--- src/rtl/core/i2cmbe_pkg.sv ---
// shared types, codes and helpers of the i2c master bit engine
package i2cmbe_pkg;

  localparam int unsigned BYTE_BITS  = 8;
  localparam int unsigned TICK_W     = 16;
  localparam int unsigned PHASE_W    = 5;
  localparam int unsigned CFG_ADDR_W = 3;
  localparam int unsigned CFG_DATA_W = 32;

  localparam logic [TICK_W-1:0] PHASE_TICKS_RST = 16'd288;

  // command codes
  localparam logic [2:0] FN_START = 3'd0;
  localparam logic [2:0] FN_STOP  = 3'd1;
  localparam logic [2:0] FN_WRITE = 3'd2;
  localparam logic [2:0] FN_WACK  = 3'd3;
  localparam logic [2:0] FN_READ  = 3'd4;
  localparam logic [2:0] FN_ACK   = 3'd5;
  localparam logic [2:0] FN_NACK  = 3'd6;
  localparam logic [2:0] FN_RSVD  = 3'd7;

  // register index decoded from paddr
  localparam logic REG_PHASE_TICKS = 1'b0;

  // phase numbers that matter inside a read byte or a write byte command
  localparam logic [PHASE_W-1:0] RD_LAST_BIT = PHASE_W'(BYTE_BITS * 2);
  localparam logic [PHASE_W-1:0] RD_ACK_SDA  = PHASE_W'(BYTE_BITS * 2 + 1);
  localparam logic [PHASE_W-1:0] RD_ACK_SCL  = PHASE_W'(BYTE_BITS * 2 + 2);
  localparam logic [PHASE_W-1:0] WR_LAST     = PHASE_W'(BYTE_BITS * 3 - 1);

  typedef struct packed {
    logic                 cmd_valid;
    logic [2:0]           func;
    logic [BYTE_BITS-1:0] tx_byte;
    logic                 read_ack;
    logic                 sda_in;
  } in_item_t;

  typedef struct packed {
    logic                 scl_out;
    logic                 sda_out;
    logic                 busy_res;
    logic                 done_res;
    logic [BYTE_BITS-1:0] rx_byte;
    logic                 no_ack;
  } res_item_t;

  // number of bus phases of each command
  function automatic logic [PHASE_W-1:0] phase_count(input logic [2:0] cmd);
    logic [PHASE_W-1:0] n;
    unique case (cmd)
      FN_START: n = PHASE_W'(3);
      FN_STOP:  n = PHASE_W'(2);
      FN_WRITE: n = PHASE_W'(BYTE_BITS * 3);
      FN_WACK:  n = PHASE_W'(3);
      FN_READ:  n = PHASE_W'(BYTE_BITS * 2 + 4);
      default:  n = PHASE_W'(3);
    endcase
    return n;
  endfunction

endpackage

--- src/rtl/core/i2cmbe_ifs.sv ---
// channel interfaces of the i2c master bit engine

interface i2cmbe_in_if;
  logic                            valid;
  logic                            ready;
  logic                            cmd_valid;
  logic [2:0]                      func;
  logic [i2cmbe_pkg::BYTE_BITS-1:0] tx_byte;
  logic                            read_ack;
  logic                            sda_in;

  modport source (output valid, cmd_valid, func, tx_byte, read_ack, sda_in, input ready);
  modport sink   (input valid, cmd_valid, func, tx_byte, read_ack, sda_in, output ready);
endinterface

interface i2cmbe_out_if;
  logic                            valid;
  logic                            ready;
  logic                            scl_out;
  logic                            sda_out;
  logic                            busy_res;
  logic                            done_res;
  logic [i2cmbe_pkg::BYTE_BITS-1:0] rx_byte;
  logic                            no_ack;

  modport source (output valid, scl_out, sda_out, busy_res, done_res, rx_byte, no_ack,
                  input ready);
  modport sink   (input valid, scl_out, sda_out, busy_res, done_res, rx_byte, no_ack,
                  output ready);
endinterface

--- src/rtl/core/i2cmbe_cfg.sv ---
// apb register block holding the phase length
module i2cmbe_cfg (
  input  logic                                 clk,
  input  logic                                 rst_n,
  input  logic                                 psel,
  input  logic                                 penable,
  input  logic                                 pwrite,
  input  logic [i2cmbe_pkg::CFG_ADDR_W-1:0]    paddr,
  input  logic [i2cmbe_pkg::CFG_DATA_W-1:0]    pwdata,
  output logic [i2cmbe_pkg::CFG_DATA_W-1:0]    prdata,
  output logic                                 pready,
  output logic [i2cmbe_pkg::TICK_W-1:0]        phase_ticks
);

  logic [i2cmbe_pkg::TICK_W-1:0] phase_ticks_r;
  logic                          wr_en;
  logic                          reg_idx;

  assign reg_idx = paddr[2];
  assign wr_en   = psel && penable && pwrite;
  assign pready  = 1'b1;

  // register write
  always_ff @(posedge clk) begin
    if (!rst_n) begin
      phase_ticks_r <= i2cmbe_pkg::PHASE_TICKS_RST;
    end else if (wr_en && (reg_idx == i2cmbe_pkg::REG_PHASE_TICKS)) begin
      phase_ticks_r <= pwdata[i2cmbe_pkg::TICK_W-1:0];
    end
  end

  // register read
  always_comb begin
    prdata = '0;
    if (reg_idx == i2cmbe_pkg::REG_PHASE_TICKS) begin
      prdata = {{(i2cmbe_pkg::CFG_DATA_W - i2cmbe_pkg::TICK_W){1'b0}}, phase_ticks_r};
    end
  end

  assign phase_ticks = phase_ticks_r;

endmodule

--- src/rtl/core/i2cmbe_in_stage.sv ---
// input register of the tick channel
module i2cmbe_in_stage (
  input  logic                  clk,
  input  logic                  rst_n,
  input  logic                  in_valid,
  output logic                  in_ready,
  input  i2cmbe_pkg::in_item_t  in_item,
  output logic                  item_valid,
  output i2cmbe_pkg::in_item_t  item,
  input  logic                  item_take
);

  logic                 valid_r;
  logic                 valid_nxt;
  i2cmbe_pkg::in_item_t item_r;
  logic                 accept;

  assign in_ready = !valid_r || item_take;
  assign accept   = in_valid && in_ready;

  // occupancy of the input register
  always_comb begin
    valid_nxt = valid_r;
    if (accept) begin
      valid_nxt = 1'b1;
    end else if (item_take) begin
      valid_nxt = 1'b0;
    end
  end

  always_ff @(posedge clk) begin
    if (!rst_n) begin
      valid_r <= 1'b0;
    end else begin
      valid_r <= valid_nxt;
    end
  end

  // payload capture
  always_ff @(posedge clk) begin
    if (accept) begin
      item_r <= in_item;
    end
  end

  assign item_valid = valid_r;
  assign item       = item_r;

endmodule

--- src/rtl/core/i2cmbe_step.sv ---
// bus phase sequencer: one tick of state update into the result register
module i2cmbe_step (
  input  logic                          clk,
  input  logic                          rst_n,
  input  logic [i2cmbe_pkg::TICK_W-1:0] phase_ticks,
  input  logic                          item_valid,
  input  i2cmbe_pkg::in_item_t          item,
  output logic                          item_take,
  output logic                          res_valid,
  output i2cmbe_pkg::res_item_t         res,
  input  logic                          res_ready
);

  localparam int unsigned PW = i2cmbe_pkg::PHASE_W;
  localparam int unsigned BB = i2cmbe_pkg::BYTE_BITS;

  logic [i2cmbe_pkg::TICK_W-1:0] timer_r, timer_nxt;
  logic [PW-1:0]                 phase_r, phase_nxt;
  logic [1:0]                    sub3_r, sub3_nxt;
  logic [2:0]                    cmd_r, cmd_nxt;
  logic                          run_r, run_nxt;
  logic [BB-1:0]                 shift_r, shift_nxt;
  logic                          rack_r, rack_nxt;
  logic                          scl_r, scl_nxt;
  logic                          sda_r, sda_nxt;
  logic                          ack_r, ack_nxt;
  logic [BB-1:0]                 rx_r, rx_nxt;
  logic                          done_nxt;
  logic                          res_valid_r;
  i2cmbe_pkg::res_item_t         res_r;

  logic                          adv;
  logic                          ep_en;
  logic [PW-1:0]                 ep_p;
  logic [1:0]                    ep_sub;
  logic [PW-1:0]                 phase_inc;
  logic [i2cmbe_pkg::TICK_W-1:0] timer_load;

  assign adv       = item_valid && (!res_valid_r || res_ready);
  assign item_take = adv;
  assign phase_inc = phase_r + PW'(1);
  assign timer_load = (phase_ticks == '0) ? '0 : phase_ticks - 16'd1;

  // next state for one tick
  always_comb begin
    timer_nxt = timer_r;
    phase_nxt = phase_r;
    sub3_nxt  = sub3_r;
    cmd_nxt   = cmd_r;
    run_nxt   = run_r;
    shift_nxt = shift_r;
    rack_nxt  = rack_r;
    scl_nxt   = scl_r;
    sda_nxt   = sda_r;
    ack_nxt   = ack_r;
    rx_nxt    = rx_r;
    done_nxt  = 1'b0;
    ep_en     = 1'b0;
    ep_p      = phase_r;
    ep_sub    = sub3_r;

    // command launch, timer count or phase advance
    if (!run_r) begin
      if (item.cmd_valid && (item.func != i2cmbe_pkg::FN_RSVD)) begin
        cmd_nxt   = item.func;
        run_nxt   = 1'b1;
        phase_nxt = '0;
        sub3_nxt  = 2'd0;
        if (item.func == i2cmbe_pkg::FN_WRITE) begin
          shift_nxt = item.tx_byte;
        end
        if (item.func == i2cmbe_pkg::FN_READ) begin
          rack_nxt = item.read_ack;
        end
        ep_en     = 1'b1;
        ep_p      = '0;
        ep_sub    = 2'd0;
        timer_nxt = timer_load;
      end
    end else if (timer_r != '0) begin
      timer_nxt = timer_r - 16'd1;
    end else if (phase_inc >= i2cmbe_pkg::phase_count(cmd_r)) begin
      run_nxt   = 1'b0;
      done_nxt  = 1'b1;
      phase_nxt = '0;
      if (cmd_r == i2cmbe_pkg::FN_READ) begin
        rx_nxt = shift_r;
        if (rack_r) begin
          sda_nxt = 1'b1;
        end
      end
      if (cmd_r == i2cmbe_pkg::FN_ACK) begin
        sda_nxt = 1'b1;
      end
    end else begin
      phase_nxt = phase_inc;
      sub3_nxt  = (sub3_r == 2'd2) ? 2'd0 : sub3_r + 2'd1;
      ep_en     = 1'b1;
      ep_p      = phase_inc;
      ep_sub    = (sub3_r == 2'd2) ? 2'd0 : sub3_r + 2'd1;
      timer_nxt = timer_load;
    end

    // line levels on entry to a phase
    if (ep_en) begin
      unique case (cmd_nxt)
        i2cmbe_pkg::FN_START: begin
          if (ep_p == PW'(0)) begin
            sda_nxt = 1'b1;
            scl_nxt = 1'b1;
          end else if (ep_p == PW'(1)) begin
            sda_nxt = 1'b0;
          end else begin
            scl_nxt = 1'b0;
          end
        end
        i2cmbe_pkg::FN_STOP: begin
          if (ep_p == PW'(0)) begin
            sda_nxt = 1'b0;
            scl_nxt = 1'b1;
          end else begin
            sda_nxt = 1'b1;
          end
        end
        i2cmbe_pkg::FN_WRITE: begin
          if (ep_sub == 2'd0) begin
            sda_nxt = shift_nxt[BB-1];
          end else if (ep_sub == 2'd1) begin
            scl_nxt = 1'b1;
          end else begin
            scl_nxt = 1'b0;
            if (ep_p == i2cmbe_pkg::WR_LAST) begin
              sda_nxt = 1'b1;
            end
            shift_nxt = {shift_nxt[BB-2:0], 1'b0};
          end
        end
        i2cmbe_pkg::FN_WACK: begin
          if (ep_p == PW'(0)) begin
            sda_nxt = 1'b1;
          end else if (ep_p == PW'(1)) begin
            scl_nxt = 1'b1;
          end else begin
            ack_nxt = item.sda_in;
            scl_nxt = 1'b0;
          end
        end
        i2cmbe_pkg::FN_READ: begin
          if (ep_p < i2cmbe_pkg::RD_LAST_BIT) begin
            if (!ep_p[0]) begin
              if (ep_p == PW'(0)) begin
                sda_nxt   = 1'b1;
                shift_nxt = '0;
              end else begin
                shift_nxt = {shift_nxt[BB-2:0], item.sda_in};
              end
              scl_nxt = 1'b0;
            end else begin
              scl_nxt = 1'b1;
            end
          end else if (ep_p == i2cmbe_pkg::RD_LAST_BIT) begin
            shift_nxt = {shift_nxt[BB-2:0], item.sda_in};
            scl_nxt   = 1'b0;
          end else if (ep_p == i2cmbe_pkg::RD_ACK_SDA) begin
            sda_nxt = !rack_nxt;
          end else if (ep_p == i2cmbe_pkg::RD_ACK_SCL) begin
            scl_nxt = 1'b1;
          end else begin
            scl_nxt = 1'b0;
          end
        end
        default: begin
          // send ack and send nack
          if (ep_p == PW'(0)) begin
            sda_nxt = (cmd_nxt != i2cmbe_pkg::FN_ACK);
          end else if (ep_p == PW'(1)) begin
            scl_nxt = 1'b1;
          end else begin
            scl_nxt = 1'b0;
          end
        end
      endcase
    end
  end

  // sequencer state
  always_ff @(posedge clk) begin
    if (!rst_n) begin
      timer_r <= '0;
      phase_r <= '0;
      sub3_r  <= 2'd0;
      cmd_r   <= i2cmbe_pkg::FN_START;
      run_r   <= 1'b0;
      shift_r <= '0;
      rack_r  <= 1'b0;
      scl_r   <= 1'b1;
      sda_r   <= 1'b1;
      ack_r   <= 1'b0;
      rx_r    <= '0;
    end else if (adv) begin
      timer_r <= timer_nxt;
      phase_r <= phase_nxt;
      sub3_r  <= sub3_nxt;
      cmd_r   <= cmd_nxt;
      run_r   <= run_nxt;
      shift_r <= shift_nxt;
      rack_r  <= rack_nxt;
      scl_r   <= scl_nxt;
      sda_r   <= sda_nxt;
      ack_r   <= ack_nxt;
      rx_r    <= rx_nxt;
    end
  end

  // result register occupancy
  always_ff @(posedge clk) begin
    if (!rst_n) begin
      res_valid_r <= 1'b0;
    end else if (adv) begin
      res_valid_r <= 1'b1;
    end else if (res_ready) begin
      res_valid_r <= 1'b0;
    end
  end

  // result payload
  always_ff @(posedge clk) begin
    if (adv) begin
      res_r.scl_out  <= scl_nxt;
      res_r.sda_out  <= sda_nxt;
      res_r.busy_res <= run_nxt;
      res_r.done_res <= done_nxt;
      res_r.rx_byte  <= rx_nxt;
      res_r.no_ack   <= ack_nxt;
    end
  end

  assign res_valid = res_valid_r;
  assign res       = res_r;

endmodule

--- src/rtl/core/i2c_master_bit_engine_unit.sv ---
// top level of the i2c master bit engine
// Each input transaction is one clock tick of the bus timer: it carries the
// sampled SDA level and, while the engine is idle, an optional command. Every
// tick gives exactly one result transaction with the SCL/SDA drive levels, busy,
// a done pulse, the last received byte and the no-ack flag. One tick is taken
// per clock cycle while the result side does not stall; a tick passes the input
// register and the phase sequencer and only then lands in the result register.
// The input side keeps taking ticks while a finished result waits, until
// both registers are full. Each bus phase lasts phase_ticks ticks (0 counts as
// 1); a start takes 3 phases, a stop 2, a write byte 24, a wait ack 3, a read
// byte with its ack or nack 20, send ack or nack 3, and done pulses on the tick
// after the last phase. phase_ticks sits at byte address 0 of the APB port and
// resets to 288.
module i2c_master_bit_engine_unit (
  input  logic                              clk,
  input  logic                              rst_n,
  i2cmbe_in_if.sink                         in_ch,
  i2cmbe_out_if.source                      out_ch,
  input  logic                              psel,
  input  logic                              penable,
  input  logic                              pwrite,
  input  logic [i2cmbe_pkg::CFG_ADDR_W-1:0] paddr,
  input  logic [i2cmbe_pkg::CFG_DATA_W-1:0] pwdata,
  output logic [i2cmbe_pkg::CFG_DATA_W-1:0] prdata,
  output logic                              pready
);

  logic [i2cmbe_pkg::TICK_W-1:0] phase_ticks;
  i2cmbe_pkg::in_item_t          in_item;
  i2cmbe_pkg::in_item_t          item;
  logic                          item_valid;
  logic                          item_take;
  i2cmbe_pkg::res_item_t         res;
  logic                          in_ready;
  logic                          res_valid;

  // configuration registers
  i2cmbe_cfg u_cfg (
    .clk         (clk),
    .rst_n       (rst_n),
    .psel        (psel),
    .penable     (penable),
    .pwrite      (pwrite),
    .paddr       (paddr),
    .pwdata      (pwdata),
    .prdata      (prdata),
    .pready      (pready),
    .phase_ticks (phase_ticks)
  );

  // gather the input payload
  assign in_item.cmd_valid = in_ch.cmd_valid;
  assign in_item.func      = in_ch.func;
  assign in_item.tx_byte   = in_ch.tx_byte;
  assign in_item.read_ack  = in_ch.read_ack;
  assign in_item.sda_in    = in_ch.sda_in;
  assign in_ch.ready       = in_ready;

  i2cmbe_in_stage u_in (
    .clk        (clk),
    .rst_n      (rst_n),
    .in_valid   (in_ch.valid),
    .in_ready   (in_ready),
    .in_item    (in_item),
    .item_valid (item_valid),
    .item       (item),
    .item_take  (item_take)
  );

  i2cmbe_step u_step (
    .clk         (clk),
    .rst_n       (rst_n),
    .phase_ticks (phase_ticks),
    .item_valid  (item_valid),
    .item        (item),
    .item_take   (item_take),
    .res_valid   (res_valid),
    .res         (res),
    .res_ready   (out_ch.ready)
  );

  // drive the result channel
  assign out_ch.valid    = res_valid;
  assign out_ch.scl_out  = res.scl_out;
  assign out_ch.sda_out  = res.sda_out;
  assign out_ch.busy_res = res.busy_res;
  assign out_ch.done_res = res.done_res;
  assign out_ch.rx_byte  = res.rx_byte;
  assign out_ch.no_ack   = res.no_ack;

endmodule

--- src/flat_wrapper.sv ---
// flat-port wrapper written by rule: the top's interface ports become plain ports
module i2c_master_bit_engine_unit_flat 
  (clk, rst_n, psel, penable, pwrite, paddr, pwdata, prdata, pready, in_ch_valid, in_ch_cmd_valid, in_ch_func, in_ch_tx_byte, in_ch_read_ack, in_ch_sda_in, in_ch_ready, out_ch_valid, out_ch_scl_out, out_ch_sda_out, out_ch_busy_res, out_ch_done_res, out_ch_rx_byte, out_ch_no_ack, out_ch_ready);
  i2cmbe_in_if in_ch_i ();
  i2cmbe_out_if out_ch_i ();
  input  logic clk;
  input  logic rst_n;
  input  logic psel;
  input  logic penable;
  input  logic pwrite;
  input  logic [i2cmbe_pkg::CFG_ADDR_W-1:0] paddr;
  input  logic [i2cmbe_pkg::CFG_DATA_W-1:0] pwdata;
  output logic [i2cmbe_pkg::CFG_DATA_W-1:0] prdata;
  output logic pready;
  input wire logic [$bits(in_ch_i.valid)-1:0] in_ch_valid;
  input wire logic [$bits(in_ch_i.cmd_valid)-1:0] in_ch_cmd_valid;
  input wire logic [$bits(in_ch_i.func)-1:0] in_ch_func;
  input wire logic [$bits(in_ch_i.tx_byte)-1:0] in_ch_tx_byte;
  input wire logic [$bits(in_ch_i.read_ack)-1:0] in_ch_read_ack;
  input wire logic [$bits(in_ch_i.sda_in)-1:0] in_ch_sda_in;
  output wire logic [$bits(in_ch_i.ready)-1:0] in_ch_ready;
  output wire logic [$bits(out_ch_i.valid)-1:0] out_ch_valid;
  output wire logic [$bits(out_ch_i.scl_out)-1:0] out_ch_scl_out;
  output wire logic [$bits(out_ch_i.sda_out)-1:0] out_ch_sda_out;
  output wire logic [$bits(out_ch_i.busy_res)-1:0] out_ch_busy_res;
  output wire logic [$bits(out_ch_i.done_res)-1:0] out_ch_done_res;
  output wire logic [$bits(out_ch_i.rx_byte)-1:0] out_ch_rx_byte;
  output wire logic [$bits(out_ch_i.no_ack)-1:0] out_ch_no_ack;
  input wire logic [$bits(out_ch_i.ready)-1:0] out_ch_ready;
  assign in_ch_i.valid = in_ch_valid;
  assign in_ch_i.cmd_valid = in_ch_cmd_valid;
  assign in_ch_i.func = in_ch_func;
  assign in_ch_i.tx_byte = in_ch_tx_byte;
  assign in_ch_i.read_ack = in_ch_read_ack;
  assign in_ch_i.sda_in = in_ch_sda_in;
  assign in_ch_ready = in_ch_i.ready;
  assign out_ch_valid = out_ch_i.valid;
  assign out_ch_scl_out = out_ch_i.scl_out;
  assign out_ch_sda_out = out_ch_i.sda_out;
  assign out_ch_busy_res = out_ch_i.busy_res;
  assign out_ch_done_res = out_ch_i.done_res;
  assign out_ch_rx_byte = out_ch_i.rx_byte;
  assign out_ch_no_ack = out_ch_i.no_ack;
  assign out_ch_i.ready = out_ch_ready;
  i2c_master_bit_engine_unit u_core (.clk(clk), .rst_n(rst_n), .in_ch(in_ch_i), .out_ch(out_ch_i), .psel(psel), .penable(penable), .pwrite(pwrite), .paddr(paddr), .pwdata(pwdata), .prdata(prdata), .pready(pready));
endmodule
--- config.mk ---
export PLATFORM = sky130hd
export DESIGN_NAME = i2c_master_bit_engine_unit_flat
export DESIGN_NICKNAME = d
export VERILOG_FILES = /design/src/rtl/core/i2cmbe_pkg.sv /design/src/rtl/core/i2cmbe_ifs.sv /design/src/rtl/core/i2cmbe_cfg.sv /design/src/rtl/core/i2cmbe_in_stage.sv /design/src/rtl/core/i2cmbe_step.sv /design/src/rtl/core/i2c_master_bit_engine_unit.sv /design/src/flat_wrapper.sv
export SDC_FILE = /design/constraint.sdc
export NUM_CORES = 1
export LEC_CHECK = 0
export BUFFER_PORTS_ARGS = -buffer_cell sky130_fd_sc_hd__buf_2
export CAP_MARGIN = 10
export CORE_MARGIN = 1
export CORE_UTILIZATION = 40
export CTS_CLUSTER_DIAMETER = 60
export DETAILED_ROUTE_END_ITERATION = 10
export PLACE_DENSITY_LB_ADDON = 0.3
export SYNTH_ARGS = -nofsm -noshare
export SYNTH_HDL_FRONTEND = slang
export SYNTH_SLANG_ARGS = --single-unit
--- constraint.sdc ---
create_clock -name clk -period 7.35 [get_ports clk]
set_clock_uncertainty 0.2 [all_clocks]
set_input_delay 0.735 -clock clk [delete_from_list [all_inputs] [get_ports clk]]
set_output_delay 0.735 -clock clk [all_outputs]
set_load 0.02 [all_outputs]
==> results.ini <==
[cts]
ctsLongestPathBuffers = 2
clkSlewWorstSetupHoldPaths_ns = 0.07
tritoncts = built
ctsHoldBuffers = 0
cts_buffers = 9
cts_sinks = 92
clk-insertion-delay-late_ns = 0.36
htree_levels = 3
cts_resized = 0
post-cts-setup-buffers = 0
cts-root-buf = clkbuf_16

[yosys]
yosysTopAreaCell = dfxtp_1
synth.cells.most_frequent = 75 x nor2_1, 73 x nand2_1, 65 x dfxtp_1, 50 x a21oi_1, 29 x o21ai_0
synthAdderAreaFrac = 0.0246
ys_ff_latch = 92
async_flop_share = 0
synth.area.top_cells = dfxtp_1 24%, edfxtp_1 15%, nor2_1 5.1%
syn_inst = 656
synth_top_family_by_area = simple AND/OR/NAND/NOR gates
synth_enable_flop_cells = 27
post_synth_num_cell_types = 74
synth.most_common_cell = nor2_1
yosys_warnings = 0
synth_compound_area_frac = 0.229
avgSynthCellArea_um2 = 8.38
yosys.area_share.simple = 0.239
syn_area_mm2 = 0.00550
synth_top_area_frac = 0.237
ys.flop_type = dfxtp_1
synth.area.mux_share = 0.0385
yosysSeqAreaShare = 0.384
synthXorXnorAreaFrac = 0.0239

[timing]
max-slew-margin-rel = 0.465
drv_slew = 0
finalCritPeriodShare = 0.657
fmax_mhz = 207
fin_crit_ns = 4.83
setup_tns_ns = 0
finalHoldViolations = 0
rsz0062_at_grt = false
worst_pin_slew_ns = 0.782
setup_viol = 0

[detailed_routing]
drc = 0
num_vias = 5029
drtIter0Drc = 280
antenna_left = 0
drtPass1Iterations = 5
routed_wl_mm = 13.6
via_per_inst = 5.65
post_drt_wl_per_cell_um = 15.3

[place]
io_buffer_count = 68
routabilityCongestion = 0.887
place_hpwl_mm = 9.68
postPlaceCellArea_mm2 = 0.00593

[setup_path]
crit_path_start_kind = flop
cp_data_arrival_time_ns = 4.73
crit_path_max_fanout = 6
required_ns = 7.26
setup.worst_path.class = flop to flop
cp-end-kind = flop

[cells_and_area]
antenna_cells = 0
drive_above_1_share = 0.158
syn_to_final_growth_pct = 13.1
fill_cells = 1329
final_area_mm2 = 0.00622
nets = 775

[floorplanning]
core_area_mm2 = 0.0133
die_x_um = 119
num_rows = 42
fp.dieH_um = 119
pin_count = 104
dieArea_mm2 = 0.0142
initial_core_util = 0.412

[global_routing]
grt_pass1_wl_mm = 22.6
antenna_found_initial = 0
grt_pass1_vias = 4666
overflow = 0
grt_usage = 0.199
grt_max_degree = 41

[power]
p_leak_nw = 2.45
ir_drop_v = 0.000117
finalPower_w = 0.00124
cellPowerDensity_mw_per_mm2 = 199

[min_path]
hold_class = flop to flop

[run]
maxCapViolations = 0

[outcome]
outcome = finished, final reports clean

## routing by layer
| metal | GRT usage | wire (µm) | vias to the layer above |
|---|---|---|---|
| li1 | - | - | 2491 |
| met1 | 0.248 | 6170 | 2348 |
| met2 | 0.326 | 6310 | 160 |
| met3 | 0.0330 | 726 | 30 |
| met4 | 0.109 | 432 | 0 |
| met5 | 0 | 0 | - |
## layout make-up
class	count	area (µm²)	share of cell area
Multi-Input combinational cell	510	3130	0.503
Sequential cell	92	2110	0.340
Timing Repair Buffer	75	393	0.0632
Clock buffer	11	254	0.0408
Tap cell	176	220	0.0354
Inverter	21	78.8	0.0127
Clock inverter	5	33.8	0.00543
## path summary, 6_finish.rpt
check	slack (ns)	cells after the start	from	end
max	2.52	15	u_core.u_step.phase_r[0]$_SDFFE_PN0P_	u_core.u_step.res[11]$_DFFE_PP_
min	0.30	2	u_core.u_step.rx_r[2]$_SDFFE_PN0P_	u_core.u_step.rx_r[2]$_SDFFE_PN0P_
max reg2reg	2.52	15	u_core.u_step.phase_r[0]$_SDFFE_PN0P_	u_core.u_step.res[11]$_DFFE_PP_
min reg2reg	0.30	2	u_core.u_step.rx_r[2]$_SDFFE_PN0P_	u_core.u_step.rx_r[2]$_SDFFE_PN0P_
## cell usage in the layout (no fill, tap or decap), drive strengths merged, types with 3 or more instances in the layout
cell / netlist / routed
nor2: 75 / 75
buf: 21 / 75
nand2: 73 / 73
dfxtp: 65 / 65
a21oi: 50 / 50
o21ai: 39 / 39
edfxtp: 27 / 27
nor3: 26 / 26
nor2b: 20 / 20
o22ai: 20 / 20
inv: 19 / 20
conb: 2 / 17
a22oi: 12 / 12
nand3: 11 / 11
mux2i: 11 / 11
clkbuf: 27 / 11
nor4: 11 / 11
xnor2: 10 / 10
ha: 10 / 10
o221ai: 9 / 9
mux2: 9 / 9
nand3b: 8 / 8
nand2b: 6 / 6
o21a: 5 / 5
a211oi: 5 / 5
xor2: 5 / 5
or4: 5 / 5
nand4: 5 / 5
clkinv: 2 / 5
o32ai: 4 / 4
a21o: 4 / 4
and2: 4 / 4
a31oi: 4 / 4
o211a: 4 / 4
a221oi: 4 / 4
o221a: 3 / 3
o31ai: 3 / 3
o22a: 3 / 3
o211ai: 3 / 3
a32oi: 3 / 3
## cell families after synthesis
| kind of cell | count (synthesis) |
|---|---|
| buffers and inverters | 69 |
| AO/OA/AOI/OAI | 188 |
| adder cells (fa/ha/maj) | 11 |
| other | 2 |
| flip-flops | 92 |
| AND/OR/NAND/NOR | 259 |
| multiplexers | 20 |
| XOR/XNOR | 15 |
## metrics by stage
| step | utilization | worst slack (ns) | hold slack [ns] | std cells |
|---|---|---|---|---|
| after CTS | 0.466 | 2.61 | 0.297 | 890 |
| after floorplan | - | 3.11 | 0.258 | 671 |
| final | 0.466 | 2.52 | 0.298 | 890 |
| after detailed placement | 0.444 | 2.63 | 0.288 | 874 |
| after global placement | 0.444 | 2.65 | 0.279 | 874 |
| after global routing | 0.466 | 2.16 | 0.313 | 890 |
## sequential cells by signal (all words and copies together) (netlist names)
register / flops
u_core.u_in.item_valid: 1
u_core.u_step.sda_r: 1
u_core.u_step.res_valid: 1
u_core.u_step.rack_r: 1
u_core.u_step.sub3_r: 2
u_core.u_step.phase_r: 5
u_core.u_step.ack_r: 1
u_core.u_cfg.phase_ticks: 16
u_core.u_step.cmd_r: 3
u_core.u_step.scl_r: 1
u_core.u_step.rx_r: 8
u_core.u_step.res: 13
u_core.u_step.run_r: 1
u_core.u_in.item: 14
u_core.u_step.shift_r: 8
u_core.u_step.timer_r: 16
## report_power, final
group          switching, W  internal, W  leakage (nW)
logic              0.000140    0.0000763          1.53
registers         0.0000201     0.000547         0.788
clock network      0.000203     0.000250         0.139
## worst max-delay path, stage by stage, from the launching register on
cell       delay, ns
dfxtp_1         0.43
ha_1            0.34
xor2_1          0.18
ha_1            0.27
a211oi_1        0.29
o21ai_1         0.22
a21o_1          0.23
inv_1           0.17
ha_1            0.29
o31ai_1         0.59
nand2_1         0.11
o31ai_1         0.20
a21oi_1         0.08
or4b_4          0.59
a2111oi_4       0.31
nor2_1          0.08
(Power assumes the default switching activity.)
